<file path="config.mk">
export PLATFORM = sky130hd
export DESIGN_NAME = gps_packet_deframer
export DESIGN_NICKNAME = d
export VERILOG_FILES = /design/src/hw/rtl/gpd_pkg.sv /design/src/hw/rtl/gps_packet_deframer.sv /design/src/hw/rtl/gpd_decode.sv
export SDC_FILE = /design/constraint.sdc
export NUM_CORES = 1
export LEC_CHECK = 0
export BUFFER_PORTS_ARGS = -buffer_cell sky130_fd_sc_hd__buf_4
export CAP_MARGIN = 20
export CORE_MARGIN = 1.5
export CORE_UTILIZATION = 65
export DETAILED_ROUTE_END_ITERATION = 6
export GPL_TIMING_DRIVEN = 0
export PLACE_DENSITY = 0.95
export SLEW_MARGIN = 20
export SYNTH_ARGS = -nofsm -noshare
export SYNTH_HDL_FRONTEND = slang
export SYNTH_HIERARCHICAL = 1
export SYNTH_SLANG_ARGS = --single-unit
</file>
<file path="constraint.sdc">
create_clock -name clock -period 69.9 [get_ports clock]
set_input_delay 13.98 -clock clock [delete_from_list [all_inputs] [get_ports clock]]
set_output_delay 13.98 -clock clock [all_outputs]
set_load 0.05 [all_outputs]
</file>
<file path="src/hw/rtl/gpd_pkg.sv">
`timescale 1ns / 1ps

package gpd_pkg;

   // mark bytes and header geometry
   localparam logic [7:0]  MARK_HI         = 8'hBC;
   localparam logic [7:0]  MARK_LO         = 8'hA1;
   localparam logic [15:0] MIN_CONTENT     = 16'd4;
   localparam logic [16:0] HEADER_BYTES    = 17'd4;
   localparam logic [16:0] RECORD_MIN      = 17'd8;
   localparam logic [16:0] GPS_MIN_AVAIL   = 17'd22;
   localparam logic [16:0] BIAS_MIN_AVAIL  = 17'd26;
   localparam logic [7:0]  LONG_BIAS_PLEN  = 8'd18;
   localparam logic [7:0]  SHORT_BIAS_PLEN = 8'd14;

   // payload bytes the decoder looks at
   localparam int DECODE_BYTES = 18;

   // coordinate limits in 1e-7 degree
   localparam logic signed [31:0] LAT_LIMIT_HI = 32'sd900000000;
   localparam logic signed [31:0] LAT_LIMIT_LO = -32'sd900000000;
   localparam logic signed [31:0] LON_LIMIT_HI = 32'sd1800000000;
   localparam logic signed [31:0] LON_LIMIT_LO = -32'sd1800000000;

   // csr indexes and reset values
   localparam logic [1:0]  CSR_GPS_TYPE_CODE    = 2'd0;
   localparam logic [1:0]  CSR_LONG_FORMAT_MIN  = 2'd1;
   localparam logic [1:0]  CSR_MAX_TOTAL_LENGTH = 2'd2;
   localparam logic [15:0] GPS_TYPE_CODE_RESET    = 16'd2054;
   localparam logic [7:0]  LONG_FORMAT_MIN_RESET  = 8'd39;
   localparam logic [16:0] MAX_TOTAL_LENGTH_RESET = 17'd1000;

   typedef enum logic [2:0] {
      HS_IDLE,
      HS_MARK1,
      HS_LENHI,
      HS_LENLO,
      HS_BODY
   } hunt_state_type;

   typedef struct packed {
      logic [7:0] data_byte;
      logic       end_of_buffer;
   } req_payload_type;

   typedef struct packed {
      logic [15:0]        packet_id;
      logic [15:0]        content_length;
      logic [7:0]         header_flag;
      logic [7:0]         payload_length;
      logic [15:0]        status_word;
      logic [31:0]        time_of_week;
      logic signed [31:0] latitude;
      logic signed [31:0] longitude;
      logic signed [31:0] clock_bias;
      logic               fix_valid;
      logic               truncated;
   } rsp_payload_type;

   // captured header handed to the decoder
   typedef struct packed {
      logic [15:0] packet_id;
      logic [15:0] content_length;
      logic [7:0]  header_flag;
      logic [7:0]  payload_length;
      logic [16:0] avail;
      logic        truncated;
   } header_info_type;

endpackage

</file>
<file path="src/hw/rtl/gps_packet_deframer.sv">
`timescale 1ns / 1ps
// channel   ports                                   direction
// req       req_valid, req_ready, req_payload       in: one buffer byte per transfer
// rsp       rsp_valid, rsp_ready, rsp_payload       out: one record per packet
// csr       csr_write_en, csr_index, csr_wdata      in: register writes
//
// One byte is taken per cycle while req_ready is high; the byte that completes or
// truncates a packet loads its record into the output register, or the skid slot.
// The hunt state and header capture are updated on the same edge as the
// transfer; the record decode sits between them and the output register.
// Reset is synchronous and clears the hunt, counters and both output slots.
// A skid slot holds one record while the output stalls; req_ready drops only
// when that slot is also full.

module gps_packet_deframer
   import gpd_pkg::*;
#(
   parameter int CAPTURE_BYTES = 18
)
(
   input  logic            clock,
   input  logic            reset,
   input  logic            req_valid,
   output logic            req_ready,
   input  req_payload_type req_payload,
   output logic            rsp_valid,
   input  logic            rsp_ready,
   output rsp_payload_type rsp_payload,
   input  logic            csr_write_en,
   input  logic [1:0]      csr_index,
   input  logic [16:0]     csr_wdata
);

   localparam int IDX_W = $clog2(CAPTURE_BYTES);

   // configuration
   logic [15:0] gps_type_code_ff;
   logic [7:0]  long_format_min_ff;
   logic [16:0] max_total_length_ff;

   // hunt and header state
   hunt_state_type state_ff, state_in;
   logic [16:0]    byte_count_ff, byte_count_in;
   logic [15:0]    held_length_ff, held_length_in;
   logic [15:0]    held_type_ff, held_type_in;
   logic [7:0]     held_flag_ff, held_flag_in;
   logic [7:0]     held_plen_ff, held_plen_in;
   logic [7:0]     store_ff [CAPTURE_BYTES];

   // output slots
   logic            rsp_valid_ff;
   rsp_payload_type rsp_data_ff;
   logic            skid_valid_ff;
   rsp_payload_type skid_data_ff;

   logic                          accept;
   logic [7:0]                    b;
   logic                          eob;
   logic [15:0]                   len_full;
   logic                          len_ok;
   logic [16:0]                   count_inc;
   logic                          body_done;
   logic [16:0]                   store_off;
   logic                          store_wr;
   logic [DECODE_BYTES-1:0][7:0]  store_view;
   logic                          emit_done;
   logic                          emit_trunc;
   logic                          emit;
   header_info_type               hdr;
   rsp_payload_type               rec;
   logic                          out_free;

   function automatic hunt_state_type search_step(input hunt_state_type s,
                                                  input logic [7:0] d);
      hunt_state_type r;
      if (s == HS_MARK1) begin
         if (d == MARK_LO) r = HS_LENHI;
         else if (d == MARK_HI) r = HS_MARK1;
         else r = HS_IDLE;
      end else begin
         r = (d == MARK_HI) ? HS_MARK1 : HS_IDLE;
      end
      return r;
   endfunction

   assign accept    = req_valid && req_ready;
   assign b         = req_payload.data_byte;
   assign eob       = req_payload.end_of_buffer;
   assign len_full  = {held_length_ff[15:8], b};
   assign len_ok    = (len_full >= MIN_CONTENT) &&
                      ((HEADER_BYTES + {1'b0, len_full}) <= max_total_length_ff);
   assign count_inc = byte_count_ff + 17'd1;
   assign body_done = count_inc == (HEADER_BYTES + {1'b0, held_length_ff});
   assign store_off = byte_count_ff - RECORD_MIN;
   assign store_wr  = (state_ff == HS_BODY) && (byte_count_ff >= RECORD_MIN) &&
                      (store_off < 17'(CAPTURE_BYTES));

   // next hunt state
   always_comb begin
      state_in = state_ff;
      if (accept) begin
         case (state_ff)
            HS_LENHI: begin
               state_in = HS_LENLO;
            end
            HS_LENLO: begin
               if (len_ok) state_in = HS_BODY;
               else state_in = search_step(search_step(HS_IDLE, held_length_ff[15:8]), b);
            end
            HS_BODY: begin
               if (body_done) state_in = HS_IDLE;
            end
            default: begin
               state_in = search_step(state_ff, b);
            end
         endcase
         if (eob) state_in = HS_IDLE;
      end
   end

   // header capture and byte count
   always_comb begin
      byte_count_in  = byte_count_ff;
      held_length_in = held_length_ff;
      held_type_in   = held_type_ff;
      held_flag_in   = held_flag_ff;
      held_plen_in   = held_plen_ff;
      if (accept) begin
         case (state_ff)
            HS_LENHI: begin
               held_length_in = {b, 8'h00};
            end
            HS_LENLO: begin
               held_length_in = len_full;
               if (len_ok) byte_count_in = HEADER_BYTES;
            end
            HS_BODY: begin
               case (byte_count_ff)
                  17'd4:   held_type_in = {b, 8'h00};
                  17'd5:   held_type_in = {held_type_ff[15:8], b};
                  17'd6:   held_flag_in = b;
                  17'd7:   held_plen_in = b;
                  default: ;
               endcase
               byte_count_in = body_done ? 17'd0 : count_inc;
            end
            default: ;
         endcase
         if (eob) byte_count_in = '0;
      end
   end

   // record triggers: last byte of the packet, or buffer end inside a packet once its header is in
   assign emit_done  = accept && (state_ff == HS_BODY) && body_done;
   assign emit_trunc = accept && eob && (state_ff == HS_BODY) && !body_done &&
                       (count_inc >= RECORD_MIN);
   assign emit       = emit_done || emit_trunc;

   // store contents including the byte in this transfer
   always_comb begin
      for (int i = 0; i < DECODE_BYTES; i++) begin
         store_view[i] = (store_wr && store_off == 17'(i)) ? b : store_ff[i];
      end
   end

   assign hdr.packet_id      = held_type_in;
   assign hdr.content_length = held_length_ff;
   assign hdr.header_flag    = held_flag_in;
   assign hdr.payload_length = held_plen_in;
   assign hdr.avail          = count_inc;
   assign hdr.truncated      = emit_trunc;

   gpd_decode u_decode (
      .hdr             (hdr),
      .store           (store_view),
      .gps_type_code   (gps_type_code_ff),
      .long_format_min (long_format_min_ff),
      .rec             (rec)
   );

   // control registers
   always_ff @(posedge clock) begin
      if (reset) begin
         state_ff            <= HS_IDLE;
         byte_count_ff       <= '0;
         held_length_ff      <= '0;
         held_type_ff        <= '0;
         held_flag_ff        <= '0;
         held_plen_ff        <= '0;
         gps_type_code_ff    <= GPS_TYPE_CODE_RESET;
         long_format_min_ff  <= LONG_FORMAT_MIN_RESET;
         max_total_length_ff <= MAX_TOTAL_LENGTH_RESET;
      end else begin
         state_ff       <= state_in;
         byte_count_ff  <= byte_count_in;
         held_length_ff <= held_length_in;
         held_type_ff   <= held_type_in;
         held_flag_ff   <= held_flag_in;
         held_plen_ff   <= held_plen_in;
         if (csr_write_en) begin
            case (csr_index)
               CSR_GPS_TYPE_CODE:    gps_type_code_ff    <= csr_wdata[15:0];
               CSR_LONG_FORMAT_MIN:  long_format_min_ff  <= csr_wdata[7:0];
               CSR_MAX_TOTAL_LENGTH: max_total_length_ff <= csr_wdata;
               default: ;
            endcase
         end
      end
   end

   // payload capture
   always_ff @(posedge clock) begin
      if (accept && store_wr) begin
         store_ff[store_off[IDX_W-1:0]] <= b;
      end
   end

   // output register and skid slot
   assign out_free  = !rsp_valid_ff || rsp_ready;
   assign req_ready = !skid_valid_ff;

   always_ff @(posedge clock) begin
      if (reset) begin
         rsp_valid_ff  <= 1'b0;
         skid_valid_ff <= 1'b0;
      end else if (out_free) begin
         if (skid_valid_ff) begin
            rsp_valid_ff  <= 1'b1;
            skid_valid_ff <= 1'b0;
         end else begin
            rsp_valid_ff <= emit;
         end
      end else if (emit) begin
         skid_valid_ff <= 1'b1;
      end
   end

   always_ff @(posedge clock) begin
      if (out_free) begin
         rsp_data_ff <= skid_valid_ff ? skid_data_ff : rec;
      end else if (emit) begin
         skid_data_ff <= rec;
      end
   end

   assign rsp_valid   = rsp_valid_ff;
   assign rsp_payload = rsp_data_ff;

endmodule

</file>
<file path="src/hw/rtl/gpd_decode.sv">
`timescale 1ns / 1ps

module gpd_decode
   import gpd_pkg::*;
(
   input  header_info_type                   hdr,
   input  logic [DECODE_BYTES-1:0][7:0]      store,
   input  logic [15:0]                       gps_type_code,
   input  logic [7:0]                        long_format_min,
   output rsp_payload_type                   rec
);

   logic               is_gps;
   logic               long_layout;
   logic [15:0]        status;
   logic [31:0]        tow;
   logic signed [31:0] lat;
   logic signed [31:0] lon;
   logic signed [31:0] bias;
   logic               out_of_range;

   // position fields by layout
   always_comb begin
      is_gps      = (hdr.packet_id == gps_type_code) && (hdr.avail >= GPS_MIN_AVAIL);
      long_layout = hdr.payload_length >= long_format_min;
      status      = '0;
      tow         = '0;
      lat         = '0;
      lon         = '0;
      bias        = '0;
      if (is_gps) begin
         status = {store[0], store[1]};
         if (long_layout) begin
            tow = {store[2], store[3], store[4], store[5]};
            lat = {store[6], store[7], store[8], store[9]};
            lon = {store[10], store[11], store[12], store[13]};
            if (hdr.payload_length >= LONG_BIAS_PLEN && hdr.avail >= BIAS_MIN_AVAIL) begin
               bias = {store[14], store[15], store[16], store[17]};
            end
         end else begin
            lat = {store[2], store[3], store[4], store[5]};
            lon = {store[6], store[7], store[8], store[9]};
            if (hdr.payload_length >= SHORT_BIAS_PLEN) begin
               bias = {store[10], store[11], store[12], store[13]};
            end
         end
      end
   end

   // coordinate range check on raw integers
   assign out_of_range = (lat < LAT_LIMIT_LO) || (lat > LAT_LIMIT_HI) ||
                         (lon < LON_LIMIT_LO) || (lon > LON_LIMIT_HI);

   // record assembly
   always_comb begin
      rec.packet_id      = hdr.packet_id;
      rec.content_length = hdr.content_length;
      rec.header_flag    = hdr.header_flag;
      rec.payload_length = hdr.payload_length;
      rec.status_word    = status;
      rec.time_of_week   = tow;
      rec.latitude       = lat;
      rec.longitude      = lon;
      rec.clock_bias     = bias;
      rec.fix_valid      = hdr.header_flag[7] && !(is_gps && out_of_range);
      rec.truncated      = hdr.truncated;
   end

endmodule

</file>
=== Yosys cells after proc, flatten, opt, wreduce, memory -nomap -nowiden ===
Memories as Yosys holds them, arrays and structs flattened.
Index checks and enable logic that the tools add are counted.

* Flip-flop bits (word level): 499
* RAM bits: 144
* Word-level logic and storage cells: 204
* Memories kept: 1

{| class="wikitable"
|+ Memory list
! memory !! words !! bits a word !! rd ports !! clocked after memory_dff !! write ports !! line !! source
|-
| store_ff || 18 || 8 || 18 || 0 || 1 || gps_packet_deframer.sv:48 || <nowiki>logic [7:0] store_ff [CAPTURE_BYTES];</nowiki>
|}

* Add/sub/neg operators: 4
* $lt $le $gt $ge: 14
* Eq/ne operators: 35
* Multiplexer cells: 59
* Bitwise gates (word level): 2
* Reduce and logical (&&, ||, !) cells: 55

{| class="wikitable"
|+ Operators with widths
! operator !! count
|-
| $mux W32 || 10
|-
| $mux W194 || 1
|-
| $mux W8 || 24
|-
| $eq A17 B3 Y1 const B || 8
|-
| $eq A17 B4 Y1 const B || 8
|-
| $pmux W16 S2 || 2
|-
| $mux W17 || 3
|-
| $mux W16 || 3
|-
| $add A3 B16 Y17 const A || 2
|-
| $eq A17 B2 Y1 const B || 2
|-
| $eq A17 B5 Y1 const B || 2
|-
| $ge A17 B4 Y1 const B || 2
|-
| $ge A17 B5 Y1 const B || 2
|-
| $pmux W17 S2 || 1
|-
| $logic_and A1 B1 Y1 || 33
|-
| $gt A32 B31 Y1 const B || 1
|-
| $gt A32 B32 Y1 const B || 1
|-
| $lt A32 B31 Y1 const B || 1
|-
| $lt A32 B32 Y1 const B || 1
|-
| $mux W3 || 9
|-
| $eq A8 B8 Y1 const B || 3
|-
| $add A17 B1 Y17 const B || 1
|-
| $eq A17 B1 Y1 const B || 1
|-
| $eq A17 B17 Y1 || 1
|-
| 26 further kinds || 47
|}

=== Logic depth before layout (Yosys ltp) ===
* Depth in word-level cells: 15
* Gate-level depth with buffers: 22
* Depth with buffers taken out: 19

=== Hierarchy ===
Netlist, hierarchy kept.

{| class="wikitable"
|+ Modules (own cells, without submodules)
! module !! instances !! cells an instance !! area each (µm²)
|-
| gps_packet_deframer || 1 || 1742 || 26501.7
|-
| gpd_decode || 1 || 617 || 3555.9
|}

=== Worst setup path after synthesis ===
OpenSTA, ideal clock, no wires.

* Path kind: input port to flip-flop
* Start: in rsp_ready
* End: reg skid_data_ff[0] (netlist bit), enable pin
* Library setup time: 2.180 ns
* Data arrival time: 30.935 ns
* Required time: 67.720 ns
* Setup slack: 36.785 ns
* Stages on the path: 2
* Path buffers: 0
* Path through: nand2b_1 nor2_1

* Cells in the longest elaborated chain, start to end: 3

{| class="wikitable"
|+ RTL lines
! element !! line !! source
|-
| from (decl) || gps_packet_deframer.sv:27 || <nowiki>input logic rsp_ready,</nowiki>
|-
| $logic_or A1 B1 Y1 || gps_packet_deframer.sv:219 || <nowiki>assign out_free = !rsp_valid_ff || rsp_ready;</nowiki>
|-
| $not A1 Y1 (no source line) || n/a ||
|-
| $reduce_and A2 Y1 (no source line) || n/a ||
|-
| to (signal assigned) || gps_packet_deframer.sv:242 || <nowiki>skid_data_ff <= rec;</nowiki>
|-
| to (decl) || gps_packet_deframer.sv:54 || <nowiki>rsp_payload_type skid_data_ff;</nowiki>
|}

Every way passes these cells.
A chain may end at the register's enable or synchronous reset.

==> impl_metrics.py <==
metrics = {
    "outcome": {
        "status": "finished with violations",
        "violations": "design-rule violations",
    },
    "critical_path": {
        "r2r_start": "byte_count_ff[4]$_SDFFE_PP0P_",
        "end_kind": "register",
        "r2r_cells": 20,
        "setup.worst_path.class": "in2reg",
        "crit_end": "rsp_payload[27]$_DFFE_PP_",
        "crit_required_ns": 70.25,
        "cp-start-kind": "input port",
        "r2r_end": "rsp_payload[1]$_DFFE_PP_",
        "crit_arrival_ns": 19.45,
        "r2r_setup_slack_ns": 63.20,
        "cp-startpoint": "req_valid",
        "path_max_fanout": 10,
    },
    "sta": {
        "setup_tns_ns": 0,
        "setup_ws_ns": 50.80,
        "slew_violations": 0,
        "clock.fmax_mhz": 52.4,
        "hold_viol": 0,
        "whs_ns": 0.459,
        "worstMarginPinSlew_ns": 1.11,
        "clock_skew_ns": 0.0246,
        "rsz0062_at_grt": "no",
        "period_share_pct": 27.3,
        "slew_headroom_pct": 26.0,
        "fin_crit_ns": 19.10,
        "setup_violations": 0,
    },
    "synth": {
        "yosysSeqAreaShare_pct": 60.5,
        "ys_ff_latch": 643,
        "synth_edf_count": 532,
        "avgSynthCellArea_um2": 12.7,
        "async_flop_share_pct": 0,
        "yosys_warnings": 6,
        "ys.flop_type": "edfxtp_1",
        "syn_nets": 2432,
        "synth_cell_types": 85,
        "syn-instance-count": 2359,
        "syn_area_um2": 30100,
    },
    "clock_tree": {
        "cts.sinks": 643,
        "cts_hold_buffers": 0,
        "cts_buffers": 66,
        "root_buffer": "clkbuf_16",
        "clk_pin_slew_ns": 0.07,
        "postCtsSetupBuffers": 0,
        "clock_latency_ns": 0.62,
        "cts_resized": 0,
        "cts_tree": "built",
        "clock_path_buffers": 3,
        "htreeDepth": 3,
    },
    "floorplanning": {
        "core_area_um2": 45500,
        "die_area_um2": 47500,
        "std_cell_rows": 78,
        "io_pins": 229,
        "die_y_um": 218,
        "start_util_pct": 66.1,
        "die_w_um": 218,
    },
    "placed_design": {
        "hpwl_mm": 60.5,
        "globalplace.congestion": 0.985,
        "io_buffers": 227,
        "placed_cells": 3197,
        "place_ws_ns": 50.77,
    },
    "power_and_ir_drop": {
        "intPower_mw": 0.641,
        "p_leak_nw": 13.2,
        "ir_worst_vdd_uv": 20.0,
        "power_switching_mw": 0.166,
        "seqPwrFrac_pct": 51.1,
        "power_frac_comb_pct": 2.4,
        "swShare_pct": 20.5,
        "power_frac_clock_pct": 46.5,
        "p_per_area_nw_per_um2": 23.0,
    },
    "global_route": {
        "overflow": 0,
        "grt_util_met2_pct": 60.9,
        "grt_max_degree": 66,
        "use_met1_pct": 48.3,
        "grt_pass1_wl_mm": 134,
        "track_usage_pct": 38.0,
        "grt_pass1_vias": 21900,
        "antenna_found_initial": 1,
        "grt-busiest-layer": "met2",
        "use_met3_pct": 8.79,
    },
    "final_layout": {
        "fill_cells": 2656,
        "final_util_pct": 77.1,
        "final_layout_size_suffix_gt1_share_pct": 28.8,
        "regArea_um2": 18200,
        "multi_input_area_um2": 10800,
        "finalNonFillerCells": 3315,
        "area.growth.synth_to_final_pct": 16.6,
        "diodes": 0,
        "nNetsFinal": 2738,
    },
    "route": {
        "drc": 1,
        "routed_via_density": 6.68,
        "via_count": 22200,
        "routedWlPerCell_um": 27.2,
        "wl_mm": 90.3,
        "drtAntennaViolNets": 0,
        "drt_first_pass_iters": 7,
        "initialDrtViolationCount": 3144,
    },
    "run": {
        "maxCapViolCount": 0,
    },
    "worst_hold_path": {
        "hp-class": "reg2reg",
    },
}
==> synthesized netlist by cell type, drive strengths merged, types with 6 or more instances <==
master	number	area, um^2
buf	77	493
a32o	11	110
mux2i	16	160
a21o	13	97.6
a31oi	8	50.1
nand3	46	230
ha	40	500
and2	82	513
edfxtp	532	16000
nor3	42	249
o31ai	7	52.6
a211oi	8	60.1
mux2	348	3920
nand2b	10	70.1
a22o	17	149
a2111oi	7	80.1
xnor2	29	254
o211ai	13	97.6
or3	6	37.5
a21oi	124	624
a22oi	32	240
nor4b	6	58.8
or4	9	75.1
clkbuf	112	422
nor4	32	221
o21ai	38	190
dfxtp	111	2220
nand3b	6	45.0
nor2b	9	56.3
nor4bb	6	60.1
nor2	122	488
nand4	28	175
xor2	34	298
inv	49	184
nand2	258	971
==> sequential cells by signal, summed over array words and instances (netlist names), 3 cells and up <==
register             flops
max_total_length_ff     17
held_length_ff          16
state_ff                 3
held_flag_ff             8
store_ff               144
held_type_ff            16
gps_type_code_ff        16
long_format_min_ff       8
byte_count_ff           17
skid_data_ff           194
held_plen_ff             8
rsp_payload            194
==> routing by layer <==
layer | part of all wire (%) | routed length (um)
met5 | 0 | 0
met3 | 12 | 10400
met4 | 6.0 | 5410
met1 | 36 | 32200
met2 | 47 | 42300
==> power by group through the flow <==
stage	registers, mW	clock network, mW	logic, mW
3_5_place_dp	0.420	0	0.0184
5_1_grt	0.412	0.390	0.0203
6_report	0.412	0.375	0.0196
4_1_cts	0.412	0.375	0.0187
2_1_floorplan	0.420	0	0.00909
3_3_place_gp	0.420	0	0.0179
==> critical path, stage by stage <==
cell	delay [ns]
buf_4	0.10
nor2b_1	0.12
clkbuf_1	0.30
nand2_1	0.17
nor2_1	0.21
nor4b_2	0.89
a22o_1	0.39
xor2_1	0.21
nor4_1	0.10
nand4_1	0.17
a21o_1	0.46
clkbuf_1	0.46
clkbuf_1	0.56
buf_1	0.69
nor2_1	0.26
mux2_2	0.35
==> through the flow <==
stage | power [mW] | cell area, um^2
2_1_floorplan | 0.429 | 30100
3_3_place_gp | 0.438 | 32500
3_5_place_dp | 0.438 | 32800
4_1_cts | 0.805 | 35000
5_1_grt | 0.822 | 35000
6_report | 0.806 | 35000
==> cell type report <==
cell class,count,share of cell area (%)
Sequential cell,643,51.9
Tap cell,600,2.14
Timing Repair Buffer,238,5.56
Multi-Input combinational cell,1477,30.7
Clock buffer,88,5.31
Inverter,50,0.536
Buffer,189,2.61
Clock inverter,30,1.17
==> worst min-delay path by stage <==
stage | from | end | depth (start not counted)
final | max_total_length_ff[1]$_SDFFE_PP0P_ | max_total_length_ff[1]$_SDFFE_PP0P_ | 2
after global routing | max_total_length_ff[1]$_SDFFE_PP0P_ | max_total_length_ff[1]$_SDFFE_PP0P_ | 2
after CTS | max_total_length_ff[1]$_SDFFE_PP0P_ | max_total_length_ff[1]$_SDFFE_PP0P_ | 2
after detailed placement | max_total_length_ff[1]$_SDFFE_PP0P_ | max_total_length_ff[1]$_SDFFE_PP0P_ | 2
after global placement | max_total_length_ff[4]$_SDFFE_PP0P_ | max_total_length_ff[4]$_SDFFE_PP0P_ | 2
after floorplan | max_total_length_ff[10]$_SDFFE_PP0P_ | max_total_length_ff[10]$_SDFFE_PP0P_ | 2
==> cells by family (layout without fill, tap and decap cells) <==
group,Yosys count,in the layout,share of synthesized area (%)
AOI/OAI and AO/OA,325,325,7.21
adders and majority gates,40,40,1.67
DFF,643,643,60.5
and+or+nand+nor,684,684,11.4
buffers and inverters,239,595,3.67
muxes,364,364,13.6
xor gates and xnor gates,64,64,1.91
==> placed cells by master (no fill, tap or decap), types with 11 or more instances in the layout <==
cell	instances
nor2_1	109
buf_2	13
buf_4	278
nor3_1	38
a22oi_1	32
mux2_2	348
a22o_1	17
clkbuf_1	126
nand3_1	46
a21o_1	13
nor4_1	30
ha_1	40
o21ai_0	37
a21oi_1	123
o211ai_1	13
a32o_1	11
buf_1	14
mux2i_1	16
xor2_1	34
nand2_1	257
nor2_2	12
inv_1	49
edfxtp_1	532
and2_1	82
clkbuf_16	71
nand4_1	28
dfxtp_1	111
xnor2_1	29
Note: power is estimated with default switching activity, not from simulation.
